<file path="config.mk">
export PLATFORM = sky130hd
export DESIGN_NAME = vna_unit
export DESIGN_NICKNAME = d
export VERILOG_FILES = /design/src/rtl/vna_pkg.sv /design/src/rtl/vna_unit.sv
export SDC_FILE = /design/constraint.sdc
export NUM_CORES = 2
export LEC_CHECK = 0
export BUFFER_PORTS_ARGS = -buffer_cell sky130_fd_sc_hd__buf_2
export CAP_MARGIN = 25
export CORE_ASPECT_RATIO = 1.25
export CORE_MARGIN = 5
export CORE_UTILIZATION = 35
export CTS_CLUSTER_DIAMETER = 30
export DETAILED_ROUTE_END_ITERATION = 8
export PLACE_DENSITY = 0.63
export SKIP_CTS_REPAIR_TIMING = 1
export SLEW_MARGIN = 20
export SYNTH_ARGS = -nofsm -noshare
export SYNTH_HDL_FRONTEND = slang
export SYNTH_SLANG_ARGS = --single-unit
</file>
<file path="constraint.sdc">
create_clock -name clock -period 15.51 [get_ports clock]
set_clock_uncertainty 0.2 [all_clocks]
set_input_delay 3.102 -clock clock [delete_from_list [all_inputs] [get_ports clock]]
set_output_delay 3.102 -clock clock [all_outputs]
set_load 0.01 [all_outputs]
</file>
<file path="src/rtl/vna_pkg.sv">
// vna_pkg: shared types, codes and constants of the vertex normal accumulator.
// No dependencies; every module of the block but vna_ram imports it.
package vna_pkg;

   localparam int MAX_VERTICES_DEF = 1024;
   localparam int COORD_WIDTH_DEF  = 16;
   localparam int INDEX_WIDTH      = 10;
   localparam int POS_WIDTH        = 16;
   localparam int SUM_WIDTH        = 48;
   localparam int MUL_STEPS        = 6;

   // saturation bounds of one normal component
   localparam logic signed [SUM_WIDTH-1:0] SUM_MAX = {1'b0, {(SUM_WIDTH-1){1'b1}}};
   localparam logic signed [SUM_WIDTH-1:0] SUM_MIN = {1'b1, {(SUM_WIDTH-1){1'b0}}};

   typedef enum logic [1:0] {
      MODE_WRITE = 2'd0,
      MODE_TRI   = 2'd1,
      MODE_READ  = 2'd2,
      MODE_NONE  = 2'd3
   } mode_type;

   typedef struct packed {
      logic [1:0]                   mode;
      logic [INDEX_WIDTH-1:0]       index_a;
      logic [INDEX_WIDTH-1:0]       index_b;
      logic [INDEX_WIDTH-1:0]       index_c;
      logic signed [POS_WIDTH-1:0]  pos_x;
      logic signed [POS_WIDTH-1:0]  pos_y;
      logic signed [POS_WIDTH-1:0]  pos_z;
   } req_word_type;

   typedef struct packed {
      logic signed [SUM_WIDTH-1:0]  sum_x;
      logic signed [SUM_WIDTH-1:0]  sum_y;
      logic signed [SUM_WIDTH-1:0]  sum_z;
      logic                         saturated;
   } rsp_word_type;

   // one entry of the normal store: sticky flag and x, y, z sums
   typedef struct packed {
      logic                         sat;
      logic [2:0][SUM_WIDTH-1:0]    sum;
   } normal_word_type;

   localparam int NORMAL_WORD_BITS = $bits(normal_word_type);

   typedef enum logic [3:0] {
      ST_CLEAR,
      ST_IDLE,
      ST_WRITE,
      ST_RISSUE,
      ST_RDONE,
      ST_VRD_A,
      ST_VRD_B,
      ST_VRD_C,
      ST_EDGE,
      ST_MUL,
      ST_NRD,
      ST_NADD,
      ST_NWR
   } state_type;

   typedef enum logic [2:0] {
      OP_NONE,
      OP_CAP_A,
      OP_CAP_B,
      OP_EDGE,
      OP_MUL,
      OP_ADD
   } unit_op_type;

   typedef struct packed {
      unit_op_type  op;
      logic [2:0]   step;
      logic [1:0]   comp;
   } unit_ctrl_type;

   // operand order of the cross product e2 x e1, one product per step:
   // x = e2y*e1z - e2z*e1y, y = e2z*e1x - e2x*e1z, z = e2x*e1y - e2y*e1x
   function automatic logic [1:0] mul_sel_e2(input logic [2:0] k);
      logic [1:0] s;
      case (k)
         3'd0:    s = 2'd1;
         3'd1:    s = 2'd2;
         3'd2:    s = 2'd2;
         3'd3:    s = 2'd0;
         3'd4:    s = 2'd0;
         3'd5:    s = 2'd1;
         default: s = 2'd0;
      endcase
      return s;
   endfunction

   function automatic logic [1:0] mul_sel_e1(input logic [2:0] k);
      logic [1:0] s;
      case (k)
         3'd0:    s = 2'd2;
         3'd1:    s = 2'd1;
         3'd2:    s = 2'd0;
         3'd3:    s = 2'd2;
         3'd4:    s = 2'd1;
         3'd5:    s = 2'd0;
         default: s = 2'd0;
      endcase
      return s;
   endfunction

endpackage

</file>
<file path="src/rtl/vna_unit.sv">
// vna_unit: shared arithmetic of the accumulator - edge subtract, one multiplier,
// one adder that builds the cross product and saturates the normal sums. Uses vna_pkg.
module vna_unit #(
   parameter int COORD_WIDTH = vna_pkg::COORD_WIDTH_DEF
) (
   input  logic                           clock,
   input  vna_pkg::unit_ctrl_type         ctrl,
   input  logic [2:0][COORD_WIDTH-1:0]    vrdata,
   input  vna_pkg::normal_word_type       nrdata,
   output vna_pkg::normal_word_type       work_word
);

   import vna_pkg::*;

   localparam int EW = COORD_WIDTH + 1;
   localparam int PW = 2 * EW;
   localparam int NW = PW + 1;
   localparam int SW = ((NW > SUM_WIDTH) ? NW : SUM_WIDTH) + 1;
   localparam logic signed [SW-1:0] SAT_HI = SW'(SUM_MAX);
   localparam logic signed [SW-1:0] SAT_LO = SW'(SUM_MIN);

   logic [2:0][COORD_WIDTH-1:0] pa_ff, pa_in, pb_ff, pb_in;
   logic signed [EW-1:0] e1_ff [3];
   logic signed [EW-1:0] e1_in [3];
   logic signed [EW-1:0] e2_ff [3];
   logic signed [EW-1:0] e2_in [3];
   logic signed [PW-1:0] prod_ff, prod_in;
   logic signed [NW-1:0] n_ff [3];
   logic signed [NW-1:0] n_in [3];
   logic [2:0][SUM_WIDTH-1:0] work_ff, work_in;
   logic sat_ff, sat_in;

   logic [2:0]            j;
   logic [1:0]            ci;
   logic signed [EW-1:0]  op_a, op_b;
   logic signed [PW-1:0]  mul_res;
   logic signed [SW-1:0]  add_x, add_y, add_res;
   logic                  add_sub;
   logic                  clamp_hi, clamp_lo;
   logic [SUM_WIDTH-1:0]  sat_res;

   // multiplier and shared adder
   always_comb begin
      j        = ctrl.step - 3'd1;
      ci       = j[2:1];
      op_a     = e2_ff[mul_sel_e2(ctrl.step)];
      op_b     = e1_ff[mul_sel_e1(ctrl.step)];
      mul_res  = PW'(op_a) * PW'(op_b);
      add_x    = '0;
      add_y    = '0;
      add_sub  = 1'b0;
      case (ctrl.op)
         OP_MUL: begin
            // even product opens a component, odd product is subtracted
            add_x   = j[0] ? SW'(n_ff[ci]) : '0;
            add_y   = SW'(prod_ff);
            add_sub = j[0];
         end
         OP_ADD: begin
            add_x = SW'($signed(nrdata.sum[ctrl.comp]));
            add_y = SW'(n_ff[ctrl.comp]);
         end
         default: ;
      endcase
      add_res  = add_sub ? (add_x - add_y) : (add_x + add_y);
      clamp_hi = add_res > SAT_HI;
      clamp_lo = add_res < SAT_LO;
      if (clamp_hi) begin
         sat_res = SUM_MAX;
      end else if (clamp_lo) begin
         sat_res = SUM_MIN;
      end else begin
         sat_res = add_res[SUM_WIDTH-1:0];
      end
   end

   // register next values
   always_comb begin
      pa_in   = pa_ff;
      pb_in   = pb_ff;
      e1_in   = e1_ff;
      e2_in   = e2_ff;
      prod_in = prod_ff;
      n_in    = n_ff;
      work_in = work_ff;
      sat_in  = sat_ff;
      case (ctrl.op)
         OP_CAP_A: pa_in = vrdata;
         OP_CAP_B: pb_in = vrdata;
         OP_EDGE: begin
            for (int i = 0; i < 3; i++) begin
               e1_in[i] = EW'($signed(pa_ff[i])) - EW'($signed(pb_ff[i]));
               e2_in[i] = EW'($signed(vrdata[i])) - EW'($signed(pb_ff[i]));
            end
         end
         OP_MUL: begin
            if (ctrl.step < 3'(MUL_STEPS)) begin
               prod_in = mul_res;
            end
            if (ctrl.step != 3'd0) begin
               n_in[ci] = NW'(add_res);
            end
         end
         OP_ADD: begin
            work_in[ctrl.comp] = sat_res;
            sat_in = ((ctrl.comp == 2'd0) ? nrdata.sat : sat_ff) | clamp_hi | clamp_lo;
         end
         default: ;
      endcase
   end

   always_ff @(posedge clock) begin
      pa_ff   <= pa_in;
      pb_ff   <= pb_in;
      e1_ff   <= e1_in;
      e2_ff   <= e2_in;
      prod_ff <= prod_in;
      n_ff    <= n_in;
      work_ff <= work_in;
      sat_ff  <= sat_in;
   end

   assign work_word.sat = sat_ff;
   assign work_word.sum = work_ff;

endmodule

</file>
## Word level (Yosys, flattened, before mapping)

Index checks and enable logic that the tools add are counted.

| storage, ports and cells | value |
|---|---|
| bits in registers | 482 |
| bits of input ports | 202 |
| RAM bits | 0 |
| ROM bits | 0 |
| memories | 0 |
| output and inout bits | 145 |
| logic and storage cells | 97 |
| bits in latches | 0 |

| cells by class | value |
|---|---|
| divide/modulo/power cells | 0 |
| multipliers | 1 |
| mux-type cells | 30 |
| equal/unequal tests | 10 |
| bitwise logic cells | 6 |
| reduce and logical (&&, ||, !) cells | 11 |
| order comparisons | 10 |
| $add $sub $neg | 9 |
| shift operators | 0 |

Operators by type and width:

| cell | count |
|---|---|
| 49-bit one-hot mux with 2 select lines | 2 |
| 48-bit 2-to-1 mux | 4 |
| 35-bit 2-to-1 mux | 5 |
| 144-bit bitwise mux | 1 |
| 35-bit binary-select mux with 2-bit select | 2 |
| 105-bit bitwise mux | 1 |
| 16-bit by 16-bit subtractor with 17-bit output | 6 |
| 49-bit 2-to-1 mux | 2 |
| 48-bit binary-select mux with 2-bit select | 1 |
| 48-bit demux with 2-bit select | 1 |
| 35-bit demux with 2-bit select | 1 |
| 17-bit binary-select mux with 2-bit select | 2 |
| 17-bit 2-to-1 mux | 4 |
| 49-bit adder | 1 |
| 49-bit by 48-bit > comparator with 1-bit output (second input constant) | 1 |
| 49-bit by 48-bit < comparator with 1-bit output (second input constant) | 1 |
| 49-bit subtractor | 1 |
| 17-bit by 17-bit multiplier with 34-bit output | 1 |
| 3-bit by 2-bit == test with 1-bit output (second input constant) | 4 |
| 3-bit == test (second input constant) | 4 |
| 3-bit greater-or-equal comparator (second input constant) | 4 |
| 2-bit inverter with 3-bit output | 4 |
| 2-bit one-hot mux with 2 select lines | 2 |
| 2-bit OR reduction | 4 |
| other kinds (13) | 18 |

## Logic depth before layout (Yosys ltp)

| logic depth | value |
|---|---|
| word-level depth | 13 |
| depth in mapped cells | 35 |
| mapped depth without buffers | 33 |

## Worst setup path before layout

No wires, ideal clock.

| timing path | value |
|---|---|
| path type | input to register |
| start | in ctrl[1] (netlist bit) |
| end | reg work_ff, in the netlist work_word[128] (data pin) |
| required time | 15.022 ns |
| data arrival time | 11.278 ns |
| stages on the path | 23 |
| path slack | 3.744 ns |
| path through | buf_2 > buf_2 > nor3_1 > a22oi_1 > nand2_1 > and4bb_2 > nand2_1 > nor3_1 > a41o_1 > xnor2_1 > ha_1 > clkbuf_1 > and3_1 > nand2_1 > nor4_1 > a21boi_0 > or4_1 > a31oi_1 > xor2_1 > buf_2 > nor3_1 > clkbuf_1 > o21ai_0 |

| on the way | value |
|---|---|
| word-level cells in the longest chain between the ends | 11 |

RTL lines:

| what | RTL line | RTL |
|---|---|---|
| start: declaration | vna_unit.sv:7 | `input vna_pkg::unit_ctrl_type ctrl,` |
| 2-bit inverter with 3-bit output (not written as such) | vna_unit.sv:61 | `add_y = SW'(n_ff[ctrl.comp]);` |
| 35-bit binary-select mux with 2-bit select | vna_unit.sv:61 |  |
| 35-bit 2-to-1 mux (not written as such) (2 in a row) | vna_unit.sv:61 |  |
| 49-bit one-hot mux with 2 select lines | vna_unit.sv:52 | `case (ctrl.op)` |
| 49-bit adder / 49-bit subtractor (equally long branches) | vna_unit.sv:65 | `add_res = add_sub ? (add_x - add_y) : (add_x + add_y);` |
| 49-bit 2-to-1 mux (*) | vna_unit.sv:65 |  |
| 49-bit by 48-bit < comparator with 1-bit output | vna_unit.sv:67 | `clamp_lo = add_res < SAT_LO;` |
| 48-bit 2-to-1 mux | vna_unit.sv:70 | `end else if (clamp_lo) begin` |
| 48-bit 2-to-1 mux (*) | vna_unit.sv:68 | `if (clamp_hi) begin` |
| named net sat_res[32] | vna_unit.sv:40 | `logic [SUM_WIDTH-1:0] sat_res;` |
| 144-bit bitwise mux (*) | vna_unit.sv:105 | `work_in[ctrl.comp] = sat_res;` |
| end signal: assignment | vna_unit.sv:119 | `work_ff <= work_in;` |
| end: declaration | vna_unit.sv:30 | `logic [2:0][SUM_WIDTH-1:0] work_ff, work_in;` |

Mark *: on every way through the listed nets, which the timed path passes. The rest lies on a longest branch. The select of a mux whose other input is x is not followed.
A chain may end at the register's enable or synchronous reset.

## Final worst setup path

| timing path | value |
|---|---|
| start | in ctrl[2] (netlist bit) |
| end | reg prod_ff[32] (data pin) |

| on the way | value |
|---|---|
| word-level cells in the longest chain between the ends | 8 |

RTL lines:

| what | RTL line | RTL |
|---|---|---|
| 3-bit == test, or another cell as far along | vna_pkg.sv:83 | `case (k)` |
| 2-bit OR reduction (no source line) | - |  |
| 2-bit one-hot mux with 2 select lines (on tied branches) | vna_pkg.sv:83, vna_pkg.sv:97 |  |
| 2-bit inverter with 3-bit output (on tied branches) | vna_unit.sv:46, vna_unit.sv:47 |  |
| 17-bit binary-select mux with 2-bit select (on tied branches) | vna_unit.sv:46, vna_unit.sv:47 |  |
| 17-bit 2-to-1 mux (on tied branches) (2 in a row) | vna_unit.sv:46, vna_unit.sv:47 |  |
| 17-bit by 17-bit multiplier with 34-bit output (*) | vna_unit.sv:48 | `mul_res = PW'(op_a) * PW'(op_b);` |
| named net mul_res[32] | vna_unit.sv:36 | `logic signed [PW-1:0] mul_res;` |
| end signal: assignment | vna_unit.sv:117 | `prod_ff <= prod_in;` |
| end: declaration | vna_unit.sv:27 | `logic signed [PW-1:0] prod_ff, prod_in;` |

Marks and branches as above.

==> reports/results.tsv <==
stage	metric	value	unit
status	outcome	complete, no violations	
sta	grt_setup_unrepaired	false	
cells_and_area	finalInstanceArea	43800	µm²
setup_path	crit_start	ctrl[2]	
logic_synthesis	async_reset_ff_frac	0	
detailed_routing	drt-vias-per-instance	5.11	
cells_and_area	final_cell_count_no_fill	5411	
sta	timing_hold_violations_final	0	
logic_synthesis	yosysSeqAreaShare	0.386	
setup_path	cp_max_fo	26	
detailed_routing	wl_per_cell	19.9	µm
floorplan	core_area	107000	µm²
logic_synthesis	synth-edff-count	482	
floorplan	start_util	0.352	
grt	grt.total_usage	0.185	
detailed_routing	routed_wl	107	mm
setup_path	ff2ff_setup_slack	7780	ps
logic_synthesis	synth.distinct_cells	86	
floorplan	die_w	303	µm
grt	grt_max_degree	62	
logic_synthesis	ys.flop_type	edfxtp_1	
place	dpl.cell_count	5247	
clock_tree	tritoncts	built	
logic_synthesis	synthCells	3552	
sta	relSlewSlack	0.276	
sta	tns	0	ps
power_and_ir_drop	seqPwrFrac	0.186	
sta	setup_violations	0	
place	routabilityCongestion	0.939	
clock_tree	clockBufferDepth	3	
clock_tree	clockRootBuffer	clkbuf_16	
detailed_routing	drt_iter0_markers	1863	
clock_tree	path_clk_slew	50	ps
setup_path	r2r_cells	23	
logic_synthesis	synth.avg_cell_area	10.6	µm²
logic_synthesis	yosys-top-cells-area	edfxtp_1 (39%), fa_1 (16%), ha_1 (7.9%)	
cells_and_area	multi_input_area	20900	µm²
logic_synthesis	yosys_warnings	0	
power_and_ir_drop	max-vdd-ir-drop	0.000302	V
setup_path	cp_num_buf_inv	6	
setup_path	worstPathArrival	11820	ps
sta	max_freq	86.0	MHz
clock_tree	cts_num_sinks	482	
power_and_ir_drop	power-per-cell-area	247	nW/µm²
cells_and_area	final_nets	4651	
logic_synthesis	synth_top_area_frac	0.386	
cells_and_area	drive_gt1_frac	0.163	
setup_path	critPathLaunchType	primary input	
sta	drv_slew	0	
power_and_ir_drop	power_leakage	18.9	nW
setup_path	rr_endpoint	prod_ff[32]	
power_and_ir_drop	p_int	6.19	mW
clock_tree	clock_insertion_delay_worst_skew	650	ps
floorplan	ios	347	
grt	grt_overflow	0	
sta	post-route-period-util	0.750	
detailed_routing	ant_nets	0	
detailed_routing	num_vias	27661	
floorplan	design.die.area	114000	µm²
logic_synthesis	syn_area	37500	µm²
setup_path	endpoint	prod_ff[32]	
clock_tree	h-tree-depth	3	
cells_and_area	syn_to_final_growth	16.7	%
setup_path	crit_family	adder cells	
job	cap_violations	0	
grt	grt_pass1_vias	28710	
sta	tightest_slew	1090	ps
setup_path	crit_cells	31	
logic_synthesis	syn-num-nets	4293	
power_and_ir_drop	swShare	0.429	
detailed_routing	dr.pass1.iters	5	
clock_tree	cts_made_buffers	86	
power_and_ir_drop	p_switching	4.65	mW
setup_path	worst_path_max_delay_cell	o41ai_1	
logic_synthesis	ys_seq_elements	482	
place	io_buffers	346	
power_and_ir_drop	clkPwrFrac	0.164	
detailed_routing	drc	0	
setup_path	critPathKind	primary input to flop	
sta	min_period	11630	ps
setup_path	cpPeakStageDelay	610	ps
floorplan	core.rowCount	134	
grt	antenna_found_initial	11	
setup_path	cp.required	15710	ps
cells_and_area	nFillCells	10288	
place	dp_hpwl	82.6	mm
grt	grt_pass1_wl	163	mm
floorplan	die_height	376	µm
power_and_ir_drop	power_frac_comb	0.650	
logic_synthesis	yosys.area.top_type	edfxtp_1	
worst_hold_path	hold_class	flop to flop	
place	postPlaceCellArea	41000	µm²
cells_and_area	seqCellArea	14500	µm²
setup_path	r2r_start	e1_ff[33]	
setup_path	cp_common_cell	fa_1	
setup_path	end_kind	flop	
-- registers in the layout, indices dropped and copies added, names as in the netlist --
name       cells
e1_ff         51
pa_ff         48
pb_ff         48
e2_ff         51
prod_ff       34
sat_ff         1
n_ff         105
work_word    144
-- power by group through the flow --
| stage | clock (mW) | combinational [mW] | sequential (mW) |
|---|---|---|---|
| 2_1_floorplan | 0 | 5.43 | 2.03 |
| 3_3_place_gp | 0 | 6.89 | 2.04 |
| 3_5_place_dp | 0 | 7.06 | 2.04 |
| 4_1_cts | 1.81 | 7.08 | 2.02 |
| 5_1_grt | 1.86 | 8.08 | 2.02 |
| 6_report | 1.78 | 7.04 | 2.02 |
-- area by class of cell --
type	instances	share of cell area
antenna	5	0.000286
clock buffer	95	0.0508
clock inverter	61	0.0122
inverter	465	0.0399
multi-input combinational	2477	0.476
sequential	482	0.330
tap	1428	0.0408
timing repair buffer	398	0.0494
-- cell usage in the layout, fill, tap and decap left out, types with 20 or more instances in the layout --
cell and n:
a211oi_1 20, a21boi_0 26, a21o_1 36, a21oi_1 184, a22oi_1 49, and2_1 21, and3_1 35, buf_2 345
buf_4 51, clkbuf_16 88, edfxtp_1 482, fa_1 303, ha_1 235, inv_1 463, mux2_2 41, mux2i_1 100
nand2_1 315, nand3_1 52, nor2_1 333, nor2b_1 30, nor3_1 42, o21a_1 41, o21ai_0 117, o21ai_1 28
o22ai_1 42, xnor2_1 116, xor2_1 50
-- routing by layer --
metal | vias to the layer above | track usage | wire, µm
li1 | 13002 | - | -
met1 | 13534 | 0.221 | 43200
met2 | 912 | 0.333 | 53900
met3 | 203 | 0.0295 | 6280
met4 | 10 | 0.0701 | 4010
met5 | - | 0 | 49
-- worst min-delay path by stage --
| stage | start | end | slack (ps) | cells after the start |
|---|---|---|---|---|
| 2_1_floorplan | sat_ff | sat_ff | 360 | 2 |
| 3_3_place_gp | sat_ff | sat_ff | 390 | 2 |
| 3_5_place_dp | sat_ff | sat_ff | 390 | 2 |
| 4_1_cts | sat_ff | sat_ff | 410 | 2 |
| 5_1_grt | sat_ff | sat_ff | 460 | 2 |
| 6_report | sat_ff | sat_ff | 400 | 2 |
-- stage by stage --
step | util | worst slack, ps | power [mW] | hold slack [ps]
2_1_floorplan | - | 3740 | 7.47 | 356
3_3_place_gp | 0.384 | 3370 | 8.93 | 391
3_5_place_dp | 0.384 | 3180 | 9.10 | 385
4_1_cts | 0.410 | 3880 | 10.9 | 407
5_1_grt | 0.411 | 3270 | 12.0 | 458
6_report | 0.411 | 3880 | 10.8 | 398
-- cells in the mapped netlist (all sizes together) (6+ instances only) --
| library cell | count |
|---|---|
| nand3b | 14 |
| fa | 303 |
| nand2 | 315 |
| or3 | 10 |
| a31oi | 18 |
| o41ai | 9 |
| clkbuf | 90 |
| xor2 | 51 |
| o21ai | 148 |
| nand4 | 7 |
| a21boi | 26 |
| buf | 38 |
| and4 | 8 |
| nor3 | 43 |
| and3 | 36 |
| a21bo | 7 |
| o2111ai | 7 |
| nor2 | 335 |
| edfxtp | 482 |
| and2 | 25 |
| o211ai | 6 |
| xnor2 | 116 |
| o22ai | 42 |
| a21o | 36 |
| nor3b | 7 |
| mux2 | 42 |
| a22oi | 49 |
| mux2i | 100 |
| nor2b | 32 |
| maj3 | 27 |
| o2bb2ai | 8 |
| nand3 | 53 |
| o21a | 41 |
| a221oi | 6 |
| a211oi | 24 |
| ha | 236 |
| a32o | 9 |
| o21bai | 19 |
| a21oi | 186 |
| a41o | 6 |
| nand2b | 10 |
| inv | 465 |
-- kinds of logic after synthesis --
logic type               synth area share
adder cells (fa/ha/maj)             0.248
flip-flops                          0.386
multiplexers                       0.0394
buffers and inverters              0.0613
AO/OA/AOI/OAI                       0.118
AND/OR/NAND/NOR                     0.108
XOR/XNOR                           0.0390
-- tightest hold or removal path: cells and delay by family (launching register included) --
family / cells / cell delay (ps)
AND/OR/NAND/NOR: 1 / 70
flip-flops: 1 / 350
multiplexers: 1 / 70
Power figures use the tool's default switching activity.
