## src/rtl/vna_pkg.sv

```systemverilog
// vna_pkg: shared types, codes and constants of the vertex normal accumulator.
// No dependencies; every module of the block but vna_ram imports it.
package vna_pkg;

   localparam int MAX_VERTICES_DEF = 1024;
   localparam int COORD_WIDTH_DEF  = 16;
   localparam int INDEX_WIDTH      = 10;
   localparam int POS_WIDTH        = 16;
   localparam int SUM_WIDTH        = 48;
   localparam int MUL_STEPS        = 6;

   // saturation bounds of one normal component
   localparam logic signed [SUM_WIDTH-1:0] SUM_MAX = {1'b0, {(SUM_WIDTH-1){1'b1}}};
   localparam logic signed [SUM_WIDTH-1:0] SUM_MIN = {1'b1, {(SUM_WIDTH-1){1'b0}}};

   typedef enum logic [1:0] {
      MODE_WRITE = 2'd0,
      MODE_TRI   = 2'd1,
      MODE_READ  = 2'd2,
      MODE_NONE  = 2'd3
   } mode_type;

   typedef struct packed {
      logic [1:0]                   mode;
      logic [INDEX_WIDTH-1:0]       index_a;
      logic [INDEX_WIDTH-1:0]       index_b;
      logic [INDEX_WIDTH-1:0]       index_c;
      logic signed [POS_WIDTH-1:0]  pos_x;
      logic signed [POS_WIDTH-1:0]  pos_y;
      logic signed [POS_WIDTH-1:0]  pos_z;
   } req_word_type;

   typedef struct packed {
      logic signed [SUM_WIDTH-1:0]  sum_x;
      logic signed [SUM_WIDTH-1:0]  sum_y;
      logic signed [SUM_WIDTH-1:0]  sum_z;
      logic                         saturated;
   } rsp_word_type;

   // one entry of the normal store: sticky flag and x, y, z sums
   typedef struct packed {
      logic                         sat;
      logic [2:0][SUM_WIDTH-1:0]    sum;
   } normal_word_type;

   localparam int NORMAL_WORD_BITS = $bits(normal_word_type);

   typedef enum logic [3:0] {
      ST_CLEAR,
      ST_IDLE,
      ST_WRITE,
      ST_RISSUE,
      ST_RDONE,
      ST_VRD_A,
      ST_VRD_B,
      ST_VRD_C,
      ST_EDGE,
      ST_MUL,
      ST_NRD,
      ST_NADD,
      ST_NWR
   } state_type;

   typedef enum logic [2:0] {
      OP_NONE,
      OP_CAP_A,
      OP_CAP_B,
      OP_EDGE,
      OP_MUL,
      OP_ADD
   } unit_op_type;

   typedef struct packed {
      unit_op_type  op;
      logic [2:0]   step;
      logic [1:0]   comp;
   } unit_ctrl_type;

   // operand order of the cross product e2 x e1, one product per step:
   // x = e2y*e1z - e2z*e1y, y = e2z*e1x - e2x*e1z, z = e2x*e1y - e2y*e1x
   function automatic logic [1:0] mul_sel_e2(input logic [2:0] k);
      logic [1:0] s;
      case (k)
         3'd0:    s = 2'd1;
         3'd1:    s = 2'd2;
         3'd2:    s = 2'd2;
         3'd3:    s = 2'd0;
         3'd4:    s = 2'd0;
         3'd5:    s = 2'd1;
         default: s = 2'd0;
      endcase
      return s;
   endfunction

   function automatic logic [1:0] mul_sel_e1(input logic [2:0] k);
      logic [1:0] s;
      case (k)
         3'd0:    s = 2'd2;
         3'd1:    s = 2'd1;
         3'd2:    s = 2'd0;
         3'd3:    s = 2'd2;
         3'd4:    s = 2'd1;
         3'd5:    s = 2'd0;
         default: s = 2'd0;
      endcase
      return s;
   endfunction

endpackage

```

## src/rtl/vna_seq.sv

```systemverilog
// vna_seq: sequencer - command capture, store clearing pass, read, write and
// triangle steps; drives memory ports and the shared unit. Uses vna_pkg.
module vna_seq #(
   parameter int MAX_VERTICES = vna_pkg::MAX_VERTICES_DEF,
   parameter int COORD_WIDTH  = vna_pkg::COORD_WIDTH_DEF,
   parameter int AW           = 10
) (
   input  logic                         clock,
   input  logic                         reset,
   input  logic                         start,
   output logic                         busy,
   input  vna_pkg::req_word_type        req_word,
   output logic                         vmem_we,
   output logic                         vmem_re,
   output logic [AW-1:0]                vmem_addr,
   output logic [2:0][COORD_WIDTH-1:0]  vmem_wdata,
   output logic                         nmem_we,
   output logic                         nmem_re,
   output logic                         nmem_clear,
   output logic [AW-1:0]                nmem_addr,
   output vna_pkg::unit_ctrl_type       ctrl,
   output logic                         rsp_load,
   output logic                         rsp_zero
);

   import vna_pkg::*;

   localparam logic [AW-1:0] LAST_ADDR = AW'(MAX_VERTICES - 1);

   state_type     state_ff, state_in;
   req_word_type  req_ff, req_in;
   logic          a_ok_ff, a_ok_in, tri_ok;
   logic          b_ok, c_ok, a_ok;
   logic [AW-1:0] clr_ff, clr_in;
   logic [2:0]    step_ff, step_in;
   logic [1:0]    comp_ff, comp_in;
   logic [1:0]    corner_ff, corner_in;
   logic [AW-1:0] addr_a, addr_b, addr_c, addr_corner;
   logic          accept;

   function automatic logic index_ok(input logic [INDEX_WIDTH-1:0] idx);
      return 32'(idx) < 32'(MAX_VERTICES);
   endfunction

   assign accept = start && (state_ff == ST_IDLE);
   assign a_ok   = index_ok(req_word.index_a);
   assign b_ok   = index_ok(req_word.index_b);
   assign c_ok   = index_ok(req_word.index_c);
   assign tri_ok = a_ok && b_ok && c_ok;

   assign addr_a = AW'(req_ff.index_a);
   assign addr_b = AW'(req_ff.index_b);
   assign addr_c = AW'(req_ff.index_c);

   // corner being accumulated
   always_comb begin
      case (corner_ff)
         2'd0:    addr_corner = addr_a;
         2'd1:    addr_corner = addr_b;
         default: addr_corner = addr_c;
      endcase
   end

   // next state
   always_comb begin
      state_in = state_ff;
      case (state_ff)
         ST_CLEAR:  if (clr_ff == LAST_ADDR) state_in = ST_IDLE;
         ST_IDLE: begin
            if (start) begin
               case (req_word.mode)
                  MODE_WRITE: if (a_ok) state_in = ST_WRITE;
                  MODE_TRI:   if (tri_ok) state_in = ST_VRD_A;
                  MODE_READ:  state_in = a_ok ? ST_RISSUE : ST_RDONE;
                  default:    state_in = ST_IDLE;
               endcase
            end
         end
         ST_WRITE:  state_in = ST_IDLE;
         ST_RISSUE: state_in = ST_RDONE;
         ST_RDONE:  state_in = ST_IDLE;
         ST_VRD_A:  state_in = ST_VRD_B;
         ST_VRD_B:  state_in = ST_VRD_C;
         ST_VRD_C:  state_in = ST_EDGE;
         ST_EDGE:   state_in = ST_MUL;
         ST_MUL:    if (step_ff == 3'(MUL_STEPS)) state_in = ST_NRD;
         ST_NRD:    state_in = ST_NADD;
         ST_NADD:   if (comp_ff == 2'd2) state_in = ST_NWR;
         ST_NWR:    state_in = (corner_ff == 2'd2) ? ST_IDLE : ST_NRD;
         default:   state_in = ST_IDLE;
      endcase
   end

   // outputs
   always_comb begin
      busy       = (state_ff != ST_IDLE);
      vmem_we    = 1'b0;
      vmem_re    = 1'b0;
      vmem_addr  = addr_a;
      nmem_we    = 1'b0;
      nmem_re    = 1'b0;
      nmem_clear = 1'b0;
      nmem_addr  = addr_a;
      ctrl.op    = OP_NONE;
      ctrl.step  = step_ff;
      ctrl.comp  = comp_ff;
      rsp_load   = 1'b0;
      rsp_zero   = !a_ok_ff;
      case (state_ff)
         ST_CLEAR: begin
            nmem_we    = 1'b1;
            nmem_clear = 1'b1;
            nmem_addr  = clr_ff;
         end
         ST_WRITE: begin
            vmem_we    = 1'b1;
            nmem_we    = 1'b1;
            nmem_clear = 1'b1;
         end
         ST_RISSUE: nmem_re = 1'b1;
         ST_RDONE:  rsp_load = 1'b1;
         ST_VRD_A:  vmem_re = 1'b1;
         ST_VRD_B: begin
            vmem_re   = 1'b1;
            vmem_addr = addr_b;
            ctrl.op   = OP_CAP_A;
         end
         ST_VRD_C: begin
            vmem_re   = 1'b1;
            vmem_addr = addr_c;
            ctrl.op   = OP_CAP_B;
         end
         ST_EDGE:   ctrl.op = OP_EDGE;
         ST_MUL:    ctrl.op = OP_MUL;
         ST_NRD: begin
            nmem_re   = 1'b1;
            nmem_addr = addr_corner;
         end
         ST_NADD: begin
            nmem_addr = addr_corner;
            ctrl.op   = OP_ADD;
         end
         ST_NWR: begin
            nmem_we   = 1'b1;
            nmem_addr = addr_corner;
         end
         default: ;
      endcase
   end

   // counters and command capture
   always_comb begin
      req_in    = accept ? req_word : req_ff;
      a_ok_in   = accept ? a_ok : a_ok_ff;
      clr_in    = clr_ff;
      step_in   = step_ff;
      comp_in   = comp_ff;
      corner_in = corner_ff;
      case (state_ff)
         ST_CLEAR: clr_in = clr_ff + 1'b1;
         ST_IDLE:  corner_in = 2'd0;
         ST_EDGE:  step_in = 3'd0;
         ST_MUL:   step_in = step_ff + 3'd1;
         ST_NRD:   comp_in = 2'd0;
         ST_NADD:  comp_in = comp_ff + 2'd1;
         ST_NWR:   corner_in = corner_ff + 2'd1;
         default: ;
      endcase
   end

   always_ff @(posedge clock) begin
      if (reset) begin
         state_ff  <= ST_CLEAR;
         clr_ff    <= '0;
         step_ff   <= '0;
         comp_ff   <= '0;
         corner_ff <= '0;
      end else begin
         state_ff  <= state_in;
         clr_ff    <= clr_in;
         step_ff   <= step_in;
         comp_ff   <= comp_in;
         corner_ff <= corner_in;
      end
   end

   always_ff @(posedge clock) begin
      req_ff  <= req_in;
      a_ok_ff <= a_ok_in;
   end

   // position written to the vertex store: low COORD_WIDTH bits of the field
   assign vmem_wdata[0] = COORD_WIDTH'($unsigned(req_ff.pos_x));
   assign vmem_wdata[1] = COORD_WIDTH'($unsigned(req_ff.pos_y));
   assign vmem_wdata[2] = COORD_WIDTH'($unsigned(req_ff.pos_z));

endmodule

```

## config.mk

```make
export PLATFORM = sky130hd
export DESIGN_NAME = vna_seq
export DESIGN_NICKNAME = d
export VERILOG_FILES = /design/src/rtl/vna_pkg.sv /design/src/rtl/vna_seq.sv
export SDC_FILE = /design/constraint.sdc
export NUM_CORES = 1
export LEC_CHECK = 0
export BUFFER_PORTS_ARGS = -buffer_cell sky130_fd_sc_hd__clkbuf_2
export CORE_MARGIN = 2
export CORE_UTILIZATION = 52
export CTS_BUF_LIST = sky130_fd_sc_hd__clkbuf_8 sky130_fd_sc_hd__clkbuf_16
export DETAILED_ROUTE_END_ITERATION = 8
export HOLD_SLACK_MARGIN = 0.15
export PLACE_DENSITY = 0.85
export SLEW_MARGIN = 20
export SYNTH_ARGS = -nofsm -noshare
export SYNTH_HDL_FRONTEND = slang
export SYNTH_SLANG_ARGS = --single-unit
```

## constraint.sdc

```tcl
create_clock -name clock -period 12.25 [get_ports clock]
set_input_delay 0.6125 -clock clock [delete_from_list [all_inputs] [get_ports clock]]
set_output_delay 0.6125 -clock clock [all_outputs]
set_load 0.05 [all_outputs]
```

# == Word level (Yosys, flattened, before mapping) ==
# Cells that the tools add are included.
# totals
reg_bits,99
in_bits,83
output_inout_bits,84
word_cells,72
# op_classes
n_addsub,4
n_eq_ne,24
muxes,20
reduce_logical,13
# op_table
op,n
one-hot mux 10 bit (2 select lines),3
one-hot mux 4 bit (11 select lines),1
== test 4 bit (second input constant),5
two-way mux 4 bit,5
== test 4 x 3 -> 1 bit (second input constant),4
one-hot mux 3 bit (5 select lines),1
adder 10 x 1 -> 10 bit (second input constant),1
== test 10 bit (second input constant),1
one-hot mux 3 bit (3 select lines),1
OR reduction 3 bit,3
== test 4 x 2 -> 1 bit (second input constant),2
!= test 2 bit (second input constant),4
one-hot mux 2 bit (2 select lines),2
== test 2 bit (second input constant),3
two-way mux 1 bit,6
one-hot mux 3 bit (2 select lines),1
nonzero test 2 bit,3
adder 2 x 1 -> 2 bit (second input constant),2
== test 2 x 1 -> 1 bit (second input constant),2
== test 4 x 1 -> 1 bit (second input constant),1
zero test 2 bit,2
zero test 4 bit,1
!= test 4 x 1 -> 1 bit (second input constant),1
AND reduction 4 bit,1
4 further kinds,5

# == Depth between registers and ports, before layout ==
# Gate-level depths: netlist of the first run.
# logic_depth
word_depth,4
depth_mapped,7
mapped_depth_nobuf,6

# == Least setup slack after synthesis of the first run ==
# OpenSTA, ideal clock, no wires.
# synth_path
path_kind,register -> register
startpoint,register state_ff[2]
endpoint,"register req_ff, in the netlist addr_a[0], enable pin"
setup_time_ps,515
arrival_ps,4595
required_ps,11735
setup_slack_ps,7140
path_stages_with_launch,5
path_buffers,2
period_less_slack_ps,5110
path_cell_list,dfxtp_1 -> buf_6 -> clkbuf_1 -> or3_1 -> nor2_1
# synth_via
elab_chain_len,2
# synth_rtl
item,line_no,source
from (decl),vna_seq.sv:30,"state_type state_ff, state_in;"
from (signal assigned),vna_seq.sv:179,state_ff <= state_in;
== test 4 x 1 -> 1 bit,vna_seq.sv:45,assign accept = start && (state_ff == ST_IDLE);
logical AND 1 bit,vna_seq.sv:45,
net accept,vna_seq.sv:39,logic accept;
to (signal assigned),vna_seq.sv:188,req_ff <= req_in;
to (decl),vna_seq.sv:31,"req_word_type req_ff, req_in;"
# The timed path passes the listed nets, and every way through them passes these cells.
# A chain may end at the register's enable or synchronous reset.

# == Worst setup path in the final report of the first run ==
# layout_path
startpoint,register state_ff[1]
endpoint,output nmem_addr[2]
# layout_via
elab_chain_len,3
word_cells_on_any_way,6
cone_classes,3 x eq/ne; 1 x mux; 2 x reduce/logical
# layout_rtl
item,line_no,source
== test 4 bit,vna_seq.sv:109,case (state_ff)
OR reduction 3 bit (no line),-,
one-hot mux 10 bit (2 select lines) *,vna_seq.sv:109,
to (decl),vna_seq.sv:20,"output logic [AW-1:0] nmem_addr,"
# Every way passes the cells marked *; elsewhere a longest branch is shown, timed or not.

==> results of run 1 <==
==> Yosys cell counts (5+ instances only) <==
master                      n
sky130_fd_sc_hd__mux2i_1   12
sky130_fd_sc_hd__nor2_1    30
sky130_fd_sc_hd__buf_2      7
sky130_fd_sc_hd__nand2_1   24
sky130_fd_sc_hd__o21ai_0   17
sky130_fd_sc_hd__nor3b_1   12
sky130_fd_sc_hd__clkbuf_1  10
sky130_fd_sc_hd__a21oi_1   21
sky130_fd_sc_hd__nand2b_1   5
sky130_fd_sc_hd__dfxtp_1   21
sky130_fd_sc_hd__inv_1      7
sky130_fd_sc_hd__xor2_1     8
sky130_fd_sc_hd__a221o_1   10
sky130_fd_sc_hd__edfxtp_1  78
sky130_fd_sc_hd__ha_1       7
==> cells by family after synthesis <==
logic type      Yosys count  share of synthesized area [%]
simple gates            107                          14.20
flops                    99                          66.29
compound gates           61                          9.367
buf+inv                  28                          3.182
mux                      12                          2.882
xor+xnor                  9                          1.891
fa+ha+maj                 7                          2.101
other cells               1                        0.08998
==> stage by stage <==
| stage | std cells | total power [W] | cell area [µm²] | utilization (%) | worst slack, ns |
|---|---|---|---|---|---|
| final | 588 | 0.0007100 | 5231 | 67.70 | 8.662 |
| after global placement | 572 | 0.0005136 | 5037 | 65.19 | 8.861 |
| after detailed placement | 572 | 0.0005164 | 5037 | 65.19 | 8.721 |
| after global routing | 588 | 0.0007327 | 5231 | 67.70 | 8.433 |
| after floorplan | 324 | 0.0004831 | 4168 | - | 7.140 |
| after CTS | 588 | 0.0007152 | 5231 | 67.70 | 8.319 |
==> power breakdown <==
part | switching, W | internal (W)
Combinational | 0.0000866 | 0.0000372
Clock | 0.000122 | 0.0000796
Sequential | 0.00000926 | 0.000375
==> registers in the layout (all words and copies together), names as in the netlist <==
signal,count
corner_ff,2
vmem_wdata,48
step_ff,3
addr_c,10
addr_b,10
state_ff,4
addr_a,10
comp_ff,2
clr_ff,10
==> final timing paths <==
| check | endpoint | slack [ns] | depth (start not counted) |
|---|---|---|---|
| worst min register to register | comp_ff[0] | 0.48 | 2 |
| worst max register to register | addr_c[4] | 9.62 | 4 |
| worst max-delay path | nmem_addr[2] | 8.66 | 5 |
| worst min-delay path | vmem_wdata[23] | 0.42 | 1 |
==> critical path, delay by kind of cell (launching register included) <==
family,cells,cell delay [ns]
flops,1,0.86
compound gates,3,1.33
simple gates,1,0.14
buf+inv,1,0.28
==> layer usage <==
metal	routed length [µm]	up-vias
met2	5175	150
met1	3553	1461
met4	123	0
met3	986	11
met5	0	-
li1	-	1515
==> final cells by class <==
class                           instances  area [µm²]
Clock buffer                            9       123.9
Clock inverter                          7       70.07
Fill cell                             588        2496
Inverter                                7       26.28
Multi-Input combinational cell        197        1280
Sequential cell                        99        2763
Tap cell                              102       127.6
Timing Repair Buffer                  167       840.8
==> parameters.txt, run 1 <==
Parameter                              Value

Routing
  Routed length per instance    16.73 µm
  Routed Antenna Nets    0
  Detailed Routing Iterations Pass 1    5
  Remaining routing DRC violations    0
  Number of vias after detailed routing    roughly 3100
  Total length of routed wires    approximately 10 mm
  Avg Vias per Cell    between 5 and 6
  Iteration-0 DRC count of the detailed router    between 150 and 200

Die
  Rows    32
  Total Die Area    8747 µm²
  Core ar.    7727 µm²
  Die H    roughly 94 µm
  Starting Density    between 50 and 60%
  Horizontal die dimension    around 94 µm
  Ports    between 150 and 200

Worst setup path
  Largest driver fanout on the critical path    25
  Worst reg2reg startpoint    state_ff[1]
  Slowest-stage cell, CP    sky130_fd_sc_hd__dfxtp_1
  Crit Path Category    flip-flop to output pin
  Arrival time at the worst endpoint    2.98 ns
  CP Launch Point    state_ff[1]
  CP Launch Type    flip-flop
  Data required time at the worst endpoint    between 10 and 15 ns
  Critical path cell sequence    nor3b_1 > o21ai_1 > o21a_1 > a221o_1 > clkbuf_2
  Largest incremental delay on the critical path    0.86 ns
  Category of the worst setup path capture point    output pin

GRT
  M3 GR Usage    between 9 and 10%
  First-pass GRT wire length    14.79 mm
  GRT met1 Usage    25.63%
  Sum of overflow across all layers after global routing    0
  Via count of the first global-routing pass    roughly 3000
  Antenna violations before repair    0
  Overall routing resource usage    22.52%
  Met2 usage in global routing    39.45%
  Top Usage Layer GRT    met2
  Largest net degree at the start of global routing    79

Logic synthesis
  Biggest area contributors in the synthesized netlist    sky130_fd_sc_hd__edfxtp_1 56%, sky130_fd_sc_hd__dfxtp_1 10%, sky130_fd_sc_hd__mux2i_1 2.9%, sky130_fd_sc_hd__nor2_1 2.7%, sky130_fd_sc_hd__a21oi_1 2.5%
  Number of flip-flops and latches in the synthesized netlist    a little under 100
  Mean Syn Cell Area    about 13 µm²
  Sequential-to-total area share from yosys stat    about two thirds
  Prevailing post-synth register cell    sky130_fd_sc_hd__edfxtp_1
  Largest area contributor in the netlist    sky130_fd_sc_hd__edfxtp_1
  Share of flip-flops with an asynchronous set or reset after synthesis    0%
  Post-synthesis net count    slightly above 400
  Portion of synthesized cell area occupied by the leading cell type    between 50% and 60%
  Count of synthesis-stage warnings from yosys    0
  Count of different cell masters after synthesis    50
  Number of enable-type register cells in the synthesized netlist    just under 80
  Post-Synthesis Cell Area    4168 µm²
  Count of mapped cells out of synthesis    324

STA
  Unrepaired setup endpoints after global routing    no
  Hold Violations, Final    0
  Timing-limited maximum frequency    278.7 MHz
  Share of the clock period used by the worst path    between 20% and 30%
  Worst clock skew on the final layout    ~0.012 ns
  Relative slew slack    36.14%
  Slew @ Worst Pin    between 0.9 and 1 ns
  Worst hold slack    0.4191 ns
  Slew Viols, Final    0
  Time the final worst path needs with I/O delays and setup    between 3 and 4 ns
  TNS Setup    0 ns
  Final setup violation count    0

Clock network
  CTS tree    done
  Total CTS buffers    9
  CTS clk-pin slew, worst paths    0.11 ns
  Post-CTS Setup Repair Bufs    0
  H-Tree Depth    3
  Root Driver    sky130_fd_sc_hd__clkbuf_8
  Clock insertion delay at the later pin of the skew report    0.36 ns
  Max Root-Sink Buffers    2
  Cts hold-fix bufs    0
  Post-cts repair resize count    0
  Total number of clock tree sinks    approximately 100

Outcome
  Result of the run    finished, final reports clean

Finish
  Commonest cells after routing, fill and taps aside    165 x sky130_fd_sc_hd__clkbuf_2, 78 x sky130_fd_sc_hd__edfxtp_1, 29 x sky130_fd_sc_hd__nor2_1, 24 x sky130_fd_sc_hd__nand2_1
  Ratio of cells with drive above 1 in the final layout    around two fifths
  Antenna Diode Count    0
  Commonest non-fill, non-tap cell in the layout    sky130_fd_sc_hd__clkbuf_2
  Area growth from synthesis to layout    25.52%
  Final Net Count    roughly 570

Hold path
  Hold/Removal Path Class    input port to flip-flop
  Hold path startpoint    req_word[23]

Pwr
  Worst-case vdd ir drop    0.0001053 V
  Cell Pwr Density    roughly 140 nW/µm²
  Static Leak    2.105 nW

Flow run
  Number of maximum-capacitance constraint violations    0

Placement
  HPWL reported at the end of detailed placement    7.408 mm
  I/O Buffers    165
  Gp weighted congestion    ~0.86
Power figures use the tool's default switching activity.
==> run 2: changes to the inputs <==
--- a/config.mk
+++ b/config.mk
@@ -7,11 +7,11 @@
 export LEC_CHECK = 0
 export BUFFER_PORTS_ARGS = -buffer_cell sky130_fd_sc_hd__clkbuf_2
 export CORE_MARGIN = 2
-export CORE_UTILIZATION = 52
+export CORE_UTILIZATION = 44
 export CTS_BUF_LIST = sky130_fd_sc_hd__clkbuf_8 sky130_fd_sc_hd__clkbuf_16
 export DETAILED_ROUTE_END_ITERATION = 8
 export HOLD_SLACK_MARGIN = 0.15
-export PLACE_DENSITY = 0.85
+export PLACE_DENSITY = 0.77
 export SLEW_MARGIN = 20
 export SYNTH_ARGS = -nofsm -noshare
 export SYNTH_HDL_FRONTEND = slang
==> constraint.sdc (replaced) <==
create_clock -name clock -period 3.27 [get_ports clock]
set_input_delay 0.1635 -clock clock [delete_from_list [all_inputs] [get_ports clock]]
set_output_delay 0.1635 -clock clock [all_outputs]
set_load 0.05 [all_outputs]
==> run 2 against run 1 <==
Net effect:
- final cell count is 16% higher
- routed wire length is 18% higher
- non-clock buffer count is 83 higher
- global-route usage is 0.27 points higher
- clock power grew to 3.8 times the previous value
- count of clock-buffer cells in the layout stayed put
- hold slack worse by 0.13 ns
- via count is 11% higher
- sequential power grew to 3.7 times the previous value
- first-iteration DRC count is 20% lower
- combinational power grew to 4.8 times the previous value
- setup slack worse by 8.3 ns
- highest routed layer unchanged
==> parameters.txt, run 2 (synthesized netlist as in run 1, its figures left out) <==
Parameter                              Value

Worst setup path
  Largest incremental delay on the critical path    0.76 ns (-0.10 ns)
  CP Launch Point    state_ff[2]
  Worst reg2reg startpoint    state_ff[2]
  Data required time at the worst endpoint    3.11 ns (-8.53 ns)
  Largest driver fanout on the critical path    20 (-20%)
  CP Launch Type    flip-flop
  Arrival time at the worst endpoint    2.73 ns (-0.25 ns)
  Critical path cell sequence    nor3b_1 > o21ai_0 > buf_4 > o21a_1 > a221o_1 > clkbuf_2
  R2R depth    4 (unchanged)
  R2R setup slack    1.14 ns (-8.48 ns)
  Crit Path Category    flip-flop to output pin
  RR Endpoint    state_ff[2]
  Category of the worst setup path capture point    output pin
  Slowest-stage cell, CP    sky130_fd_sc_hd__dfxtp_1

GRT
  Via count of the first global-routing pass    3466 (+16%)
  Largest net degree at the start of global routing    79 (unchanged)
  Antenna violations before repair    0 (unchanged)
  Sum of overflow across all layers after global routing    0 (unchanged)
  First-pass GRT wire length    17.66 mm (+19%)
  Overall routing resource usage    22.79% (+0.27 points)

Finish
  Max reg flops    48 (unchanged)
  Fill cell total of the finished layout    665 (+13%)
  Final Net Count    654 (+15%)
  Commonest cells after routing, fill and taps aside    159 x sky130_fd_sc_hd__clkbuf_2, 79 x sky130_fd_sc_hd__dlygate4sd3_1, 78 x sky130_fd_sc_hd__edfxtp_1, 29 x sky130_fd_sc_hd__nor2_1, 24 x sky130_fd_sc_hd__nand2_1
  Multi-input gate area in the final layout    1280 µm² (unchanged)
  Ratio of cells with drive above 1 in the final layout    34.09% (-5.0 points)
  Antenna Diode Count    0 (unchanged)
  Commonest non-fill, non-tap cell in the layout    sky130_fd_sc_hd__clkbuf_2
  Register Area    2763 µm² (unchanged)
  Area growth from synthesis to layout    47.94%
  Post-route cell area    6166 µm² (+18%)

Routing
  Detailed Routing Iterations Pass 1    4 (-1)
  Routed Antenna Nets    0 (unchanged)
  Iteration-0 DRC count of the detailed router    123 (-20%)
  Total length of routed wires    11.63 mm (+18%)
  Remaining routing DRC violations    0 (unchanged)
  Avg Vias per Cell    5.128 (-3.9%)
  Number of vias after detailed routing    3487 (+11%)
  Routed length per instance    17.10 µm (+2.2%)

Clock network
  Max Root-Sink Buffers    2 (unchanged)
  CTS tree    done
  H-Tree Depth    3 (unchanged)
  Clock insertion delay at the later pin of the skew report    0.37 ns (about the same)
  Cts hold-fix bufs    79 (+79)
  CTS clk-pin slew, worst paths    0.10 ns (about the same)
  Post-cts repair resize count    0 (unchanged)
  Root Driver    sky130_fd_sc_hd__clkbuf_8
  Total CTS buffers    9 (unchanged)
  Total number of clock tree sinks    99 (unchanged)
  Post-CTS Setup Repair Bufs    0 (unchanged)

Placement
  I/O Buffers    165 (unchanged)
  HPWL reported at the end of detailed placement    7.378 mm (-0.41%)
  Area post-placement    5181 µm² (+2.9%)
  Gp weighted congestion    0.8644 (about the same)

Die
  Die H    101.3 µm (+8.3%)
  Starting Density    45.32% (-8.6 points)
  Horizontal die dimension    101.3 µm (+8.3%)
  Rows    35 (+9.4%)
  Total Die Area    10270 µm² (+17%)
  Ports    167 (unchanged)
  Core ar.    9196 µm² (+19%)

STA
  Slew @ Worst Pin    0.6864 ns (-0.2716 ns)
  Slew Viols, Final    0 (unchanged)
  Hold Violations, Final    0 (unchanged)
  Worst hold slack    0.2842 ns (-0.1349 ns)
  Share of the clock period used by the worst path    about nine tenths
  Time the final worst path needs with I/O delays and setup    2.891 ns
  Relative slew slack    54.18% (+18 points)
  Final setup violation count    0 (unchanged)
  Unrepaired setup endpoints after global routing    no
  Timing-limited maximum frequency    between 300 and 400 MHz
  Worst clock skew on the final layout    0.02015 ns (+0.008637 ns)
  TNS Setup    0 ns (unchanged)

Flow run
  Number of maximum-capacitance constraint violations    0 (unchanged)

Pwr
  Cell Pwr Density    455.6 nW/µm² (+240%)
  Static Leak    2.477 nW (+18%)
  Power dissipated by switching net loads    0.0008634 W (+300%)
  Sequential group share of total power    51.4% (-2.8 points)
  Switching part of the total    30.73% (+0.035 points)
  Internal portion of total power    0.001946 W (+300%)
  Worst-case vdd ir drop    0.0003135 V (+200%)
  Comb pwr share    21.2% (+3.8 points)
  Clock group share of total power    27.5% (-0.9 points)

Hold path
  Hold Path End    step_ff[0]
  Hold Path Stages    2 (+1)
  Hold/Removal Path Class    input port to flip-flop
  Hold path startpoint    reset

Outcome
  Result of the run    finished, final reports clean
run 2: changes by cell type in the layout (fill, tap and decap cells not counted), sizes merged:
cell and delta:
clkbuf -6, buf +10, dlygate4sd3 +79
run 2: power groups by stage:
stage,clock [W],combinational [W],sequential [W]
after CTS,0.000786,0.000589,0.00144
final,0.000772,0.000594,0.00144
after floorplan,0,0.000294,0.00151
after global placement,0,0.000508,0.00147
after global routing,0.000825,0.000626,0.00145
after detailed placement,0,0.000513,0.00147
run 2: metrics by stage:
step           utilization [%]  worst slack, ns  total power [W]  instances
5_1_grt                  67.05           0.1757         0.002899        680
4_1_cts                  67.05           0.4013         0.002816        680
3_3_place_gp             56.34           0.9327         0.001977        585
2_1_floorplan                -           0.3547         0.001807        324
3_5_place_dp             56.34           0.8387         0.001984        585
6_report                 67.05           0.3790         0.002809        680
run 2: routing by layer:
layer	vias up	routed length [µm]	track usage, %
met3	30	827	6.556
li1	1676	-	-
met4	0	349	8.940
met2	167	5876	38.72
met5	-	0	0
met1	1614	4575	27.50
run 2: critical path: cells and delay by family, from the launching register on:
family / cells / cell delay (ns)
simple gates: 1 / 0.32
compound gates: 3 / 0.82
flops: 1 / 0.76
buf+inv: 2 / 0.47
run 2: worst max-delay path by stage:
| stage | slack, ns | to |
|---|---|---|
| 3_5_place_dp | 0.84 | nmem_addr[4] |
| 4_1_cts | 0.40 | nmem_addr[4] |
| 6_report | 0.38 | nmem_addr[4] |
| 3_3_place_gp | 0.93 | nmem_addr[4] |
| 2_1_floorplan | 0.35 | addr_a[0] |
| 5_1_grt | 0.18 | nmem_addr[4] |
run 2: layout make-up:
type	count	area share, %
sequential	99	44.81
inverter	7	0.4261
tap	111	2.252
multi-input combinational	197	20.76
clock buffer	9	2.009
timing repair buffer	250	28.61
clock inverter	7	1.136
==> run 3: changes to the inputs <==
--- a/config.mk
+++ b/config.mk
@@ -5,13 +5,14 @@
 export SDC_FILE = /design/constraint.sdc
 export NUM_CORES = 1
 export LEC_CHECK = 0
+export ABC_AREA = 1
 export BUFFER_PORTS_ARGS = -buffer_cell sky130_fd_sc_hd__clkbuf_2
 export CORE_MARGIN = 2
-export CORE_UTILIZATION = 44
+export CORE_UTILIZATION = 43
 export CTS_BUF_LIST = sky130_fd_sc_hd__clkbuf_8 sky130_fd_sc_hd__clkbuf_16
 export DETAILED_ROUTE_END_ITERATION = 8
 export HOLD_SLACK_MARGIN = 0.15
-export PLACE_DENSITY = 0.77
+export PLACE_DENSITY = 0.75
 export SLEW_MARGIN = 20
 export SYNTH_ARGS = -nofsm -noshare
 export SYNTH_HDL_FRONTEND = slang
==> run 3 against run 2 <==
Net effect:
- cell area fell by 1.7%
- sequential share of layout area grew 0.79 points
- routed wire length increased by 5.3%
- final cell count is 11% higher
- setup slack better by 0.28 ns
- via count is 5.7% higher
- combinational power is 120% higher
- register-to-register slack improved by 0.02 ns
- synthesized cell count up 16%
==> parameters.txt, run 3 <==
Parameter                              Value

Logic synthesis
  Leading post-synthesis cells by instance count    78 x sky130_fd_sc_hd__edfxtp_1, 70 x sky130_fd_sc_hd__nand2_1, 51 x sky130_fd_sc_hd__inv_1, 41 x sky130_fd_sc_hd__nor2_1, 24 x sky130_fd_sc_hd__nand3_1
  Post-Synthesis Cell Area    4125 µm² (-1.0%)
  Largest area contributor in the netlist    sky130_fd_sc_hd__edfxtp_1
  Number of enable-type register cells in the synthesized netlist    78 (unchanged)
  Count of synthesis-stage warnings from yosys    0 (unchanged)
  Count of different cell masters after synthesis    31 (-38%)
  Portion of synthesized cell area occupied by the leading cell type    56.78% (+0.58 points)
  Sequential-to-total area share from yosys stat    66.97% (+0.68 points)
  Prevailing post-synth register cell    sky130_fd_sc_hd__edfxtp_1
  Count of mapped cells out of synthesis    377 (+16%)
  Most common cell in the netlist    sky130_fd_sc_hd__edfxtp_1
  Biggest area contributors in the synthesized netlist    sky130_fd_sc_hd__edfxtp_1 57%, sky130_fd_sc_hd__dfxtp_1 10%, sky130_fd_sc_hd__nand2_1 6.4%, sky130_fd_sc_hd__inv_1 4.6%, sky130_fd_sc_hd__nor2_1 3.7%
  Number of flip-flops and latches in the synthesized netlist    99 (unchanged)
  Post-synthesis net count    467 (+13%)
  Mean Syn Cell Area    10.94 µm² (-15%)
  Share of flip-flops with an asynchronous set or reset after synthesis    0% (unchanged)

STA
  Slew Viols, Final    0 (unchanged)
  Relative slew slack    64.01% (+9.8 points)
  TNS Setup    0 ns (unchanged)
  Worst clock skew on the final layout    0.01248 ns (-0.007673 ns)
  Slew @ Worst Pin    0.5385 ns (-0.1479 ns)
  Timing-limited maximum frequency    382.7 MHz (+11%)
  Worst hold slack    0.1660 ns (-0.1182 ns)
  Share of the clock period used by the worst path    79.92% (-8.5 points)
  Hold Violations, Final    0 (unchanged)
  Unrepaired setup endpoints after global routing    no
  Time the final worst path needs with I/O delays and setup    2.613 ns (-0.2776 ns)
  Final setup violation count    0 (unchanged)

Pwr
  Clock group share of total power    20.8% (-6.7 points)
  Cell Pwr Density    610.0 nW/µm² (+34%)
  Comb pwr share    36.1% (+15 points)
  Power dissipated by switching net loads    0.001562 W (+81%)
  Internal portion of total power    0.002134 W (+9.7%)
  Worst-case vdd ir drop    0.0003228 V (+3.0%)
  Switching part of the total    42.26% (+12 points)
  Static Leak    2.706 nW (+9.2%)
  Sequential group share of total power    43.1% (-8.3 points)

Hold path
  Hold/Removal Path Class    input port to flip-flop
  Hold Path Stages    2 (unchanged)

Placement
  I/O Buffers    165 (unchanged)
  Gp weighted congestion    0.9768 (+13%)
  HPWL reported at the end of detailed placement    7.606 mm (+3.1%)
  Total placed cells including tap cells    661 (+13%)

Finish
  Commonest non-fill, non-tap cell in the layout    sky130_fd_sc_hd__clkbuf_2
  Post-route insts no fill    756 (+11%)
  Core Util, Final    65.27% (-1.8 points)
  Register Area    2763 µm² (unchanged)
  Max reg flops    48 (unchanged)
  Final Net Count    711 (+8.7%)
  Multi-input gate area in the final layout    1120 µm² (-13%)
  Ratio of cells with drive above 1 in the final layout    31.79% (-2.3 points)
  Area growth from synthesis to layout    46.89%
  Fill cell total of the finished layout    713 (+7.2%)
  Commonest cells after routing, fill and taps aside    165 x sky130_fd_sc_hd__clkbuf_2, 78 x sky130_fd_sc_hd__edfxtp_1, 78 x sky130_fd_sc_hd__dlygate4sd3_1, 70 x sky130_fd_sc_hd__nand2_1, 51 x sky130_fd_sc_hd__inv_1

Outcome
  Result of the run    finished, final reports clean

Worst setup path
  Kind of cell adding the most delay to the critical path    buffers and inverters
  Data required time at the worst endpoint    3.11 ns (about the same)
  Arrival time at the worst endpoint    2.45 ns (-0.28 ns)
  Logic depth of the worst setup path including buffers    8 (+2)
  Combined buffer and inverter count along the critical path    3 (+1)
  Largest incremental delay on the critical path    0.39 ns (-0.37 ns)
  Critical path cell sequence    inv_1 > ha_1 > inv_1 > nand2_1 > o22ai_1 > a22oi_1 > nand2_1 > clkbuf_2
  CP Launch Type    flip-flop
  Category of the worst setup path capture point    output pin
  R2R depth    5 (+1)
  Largest driver fanout on the critical path    11 (-45%)
  Crit Path Category    flip-flop to output pin
  Slowest-stage cell, CP    sky130_fd_sc_hd__nand2_1

Clock network
  Cts hold-fix bufs    78 (-1.3%)
  H-Tree Depth    3 (unchanged)
  Clock insertion delay at the later pin of the skew report    0.37 ns (about the same)
  Post-CTS Setup Repair Bufs    0 (unchanged)
  Max Root-Sink Buffers    2 (unchanged)
  Root Driver    sky130_fd_sc_hd__clkbuf_8
  CTS clk-pin slew, worst paths    0.10 ns (about the same)
  Total number of clock tree sinks    99 (unchanged)
  CTS tree    done
  Total CTS buffers    9 (unchanged)
  Post-cts repair resize count    0 (unchanged)

Flow run
  Number of maximum-capacitance constraint violations    0 (unchanged)

Routing
  Routed length per instance    16.19 µm (-5.3%)
  Remaining routing DRC violations    0 (unchanged)
  Routed Antenna Nets    0 (unchanged)
  Number of vias after detailed routing    3686 (+5.7%)
  Iteration-0 DRC count of the detailed router    228 (+85%)
  Detailed Routing Iterations Pass 1    4 (unchanged)
  Avg Vias per Cell    4.876 (-4.9%)
  Total length of routed wires    12.24 mm (+5.3%)

Die
  Starting Density    44.43% (-0.89 points)
  Rows    35 (unchanged)
  Ports    167 (unchanged)
  Core ar.    9284 µm² (+0.95%)
  Die H    101.9 µm (+0.61%)
  Horizontal die dimension    101.9 µm (+0.61%)
  Total Die Area    10390 µm² (+1.2%)

GRT
  First-pass GRT wire length    18.67 mm (+5.7%)
  Largest net degree at the start of global routing    62 (-22%)
  Overall routing resource usage    24.04% (+1.2 points)
  Antenna violations before repair    1 (+1)
  Via count of the first global-routing pass    3742 (+8.0%)
  Sum of overflow across all layers after global routing    0 (unchanged)
## run 3: cell count changes after synthesis, moves of 6 or more
cell and change:
sky130_fd_sc_hd__nor3b_1 -12, sky130_fd_sc_hd__mux2i_1 -12, sky130_fd_sc_hd__o21ai_0 -6, sky130_fd_sc_hd__inv_1 +44, sky130_fd_sc_hd__nand2_1 +46, sky130_fd_sc_hd__o22ai_1 +9, sky130_fd_sc_hd__nor2_1 +11, sky130_fd_sc_hd__xor2_1 -7
sky130_fd_sc_hd__a221o_1 -10, sky130_fd_sc_hd__a21oi_1 -9, sky130_fd_sc_hd__nand3_1 +21, sky130_fd_sc_hd__o221ai_1 +10
## run 3: through the flow
| step | cell area (µm²) | setup WS [ns] | total power [W] |
|---|---|---|---|
| 2_1_floorplan | 4133 | 0.5323 | 0.002555 |
| 3_3_place_gp | 5085 | 1.170 | 0.002850 |
| 3_5_place_dp | 5085 | 1.124 | 0.002867 |
| 4_1_cts | 6057 | 0.7078 | 0.003692 |
| 5_1_grt | 6060 | 0.5813 | 0.003858 |
| 6_report | 6060 | 0.6566 | 0.003696 |
## run 3: cell families after synthesis
logic type	share of synthesized area, %
buf+inv	6.066
simple gates	16.65
fa+ha+maj	2.123
xor+xnor	0.2124
compound gates	7.886
flops	66.97
other cells	0.09090
## run 3: path summary, 6_finish.rpt
path,start,slack [ns],to
setup / recovery,corner_ff[1],0.66,nmem_addr[2]
hold / removal,reset,0.17,step_ff[1]
setup reg to reg,state_ff[0],1.16,addr_b[6]
hold reg to reg,comp_ff[0],0.50,comp_ff[0]
## run 3: power by group through the flow
stage | Clock (W) | Sequential, W | Combinational, W
after floorplan | 0 | 0.00179 | 0.000766
after global placement | 0 | 0.00161 | 0.00124
after detailed placement | 0 | 0.00161 | 0.00125
after CTS | 0.000779 | 0.00159 | 0.00133
after global routing | 0.000829 | 0.00161 | 0.00142
final | 0.000768 | 0.00159 | 0.00133
## run 3: cell type report
class / count / share of cell area (%)
Sequential cell: 99 / 45.59
Timing Repair Buffer: 244 / 26.84
Multi-Input combinational cell: 215 / 18.48
Antenna cell: 1 / 0.04130
Tap cell: 129 / 2.664
Clock inverter: 7 / 1.115
Clock buffer: 9 / 2.044
Inverter: 52 / 3.221
## run 3: per-layer routing
layer  vias up  share of wire (%)  track usage [%]
li1       1771                  -                -
met1      1707                 37            27.62
met2       186                 53            42.91
met3        22                8.1            6.156
met4         0                2.4            9.538
met5         -                  0                0
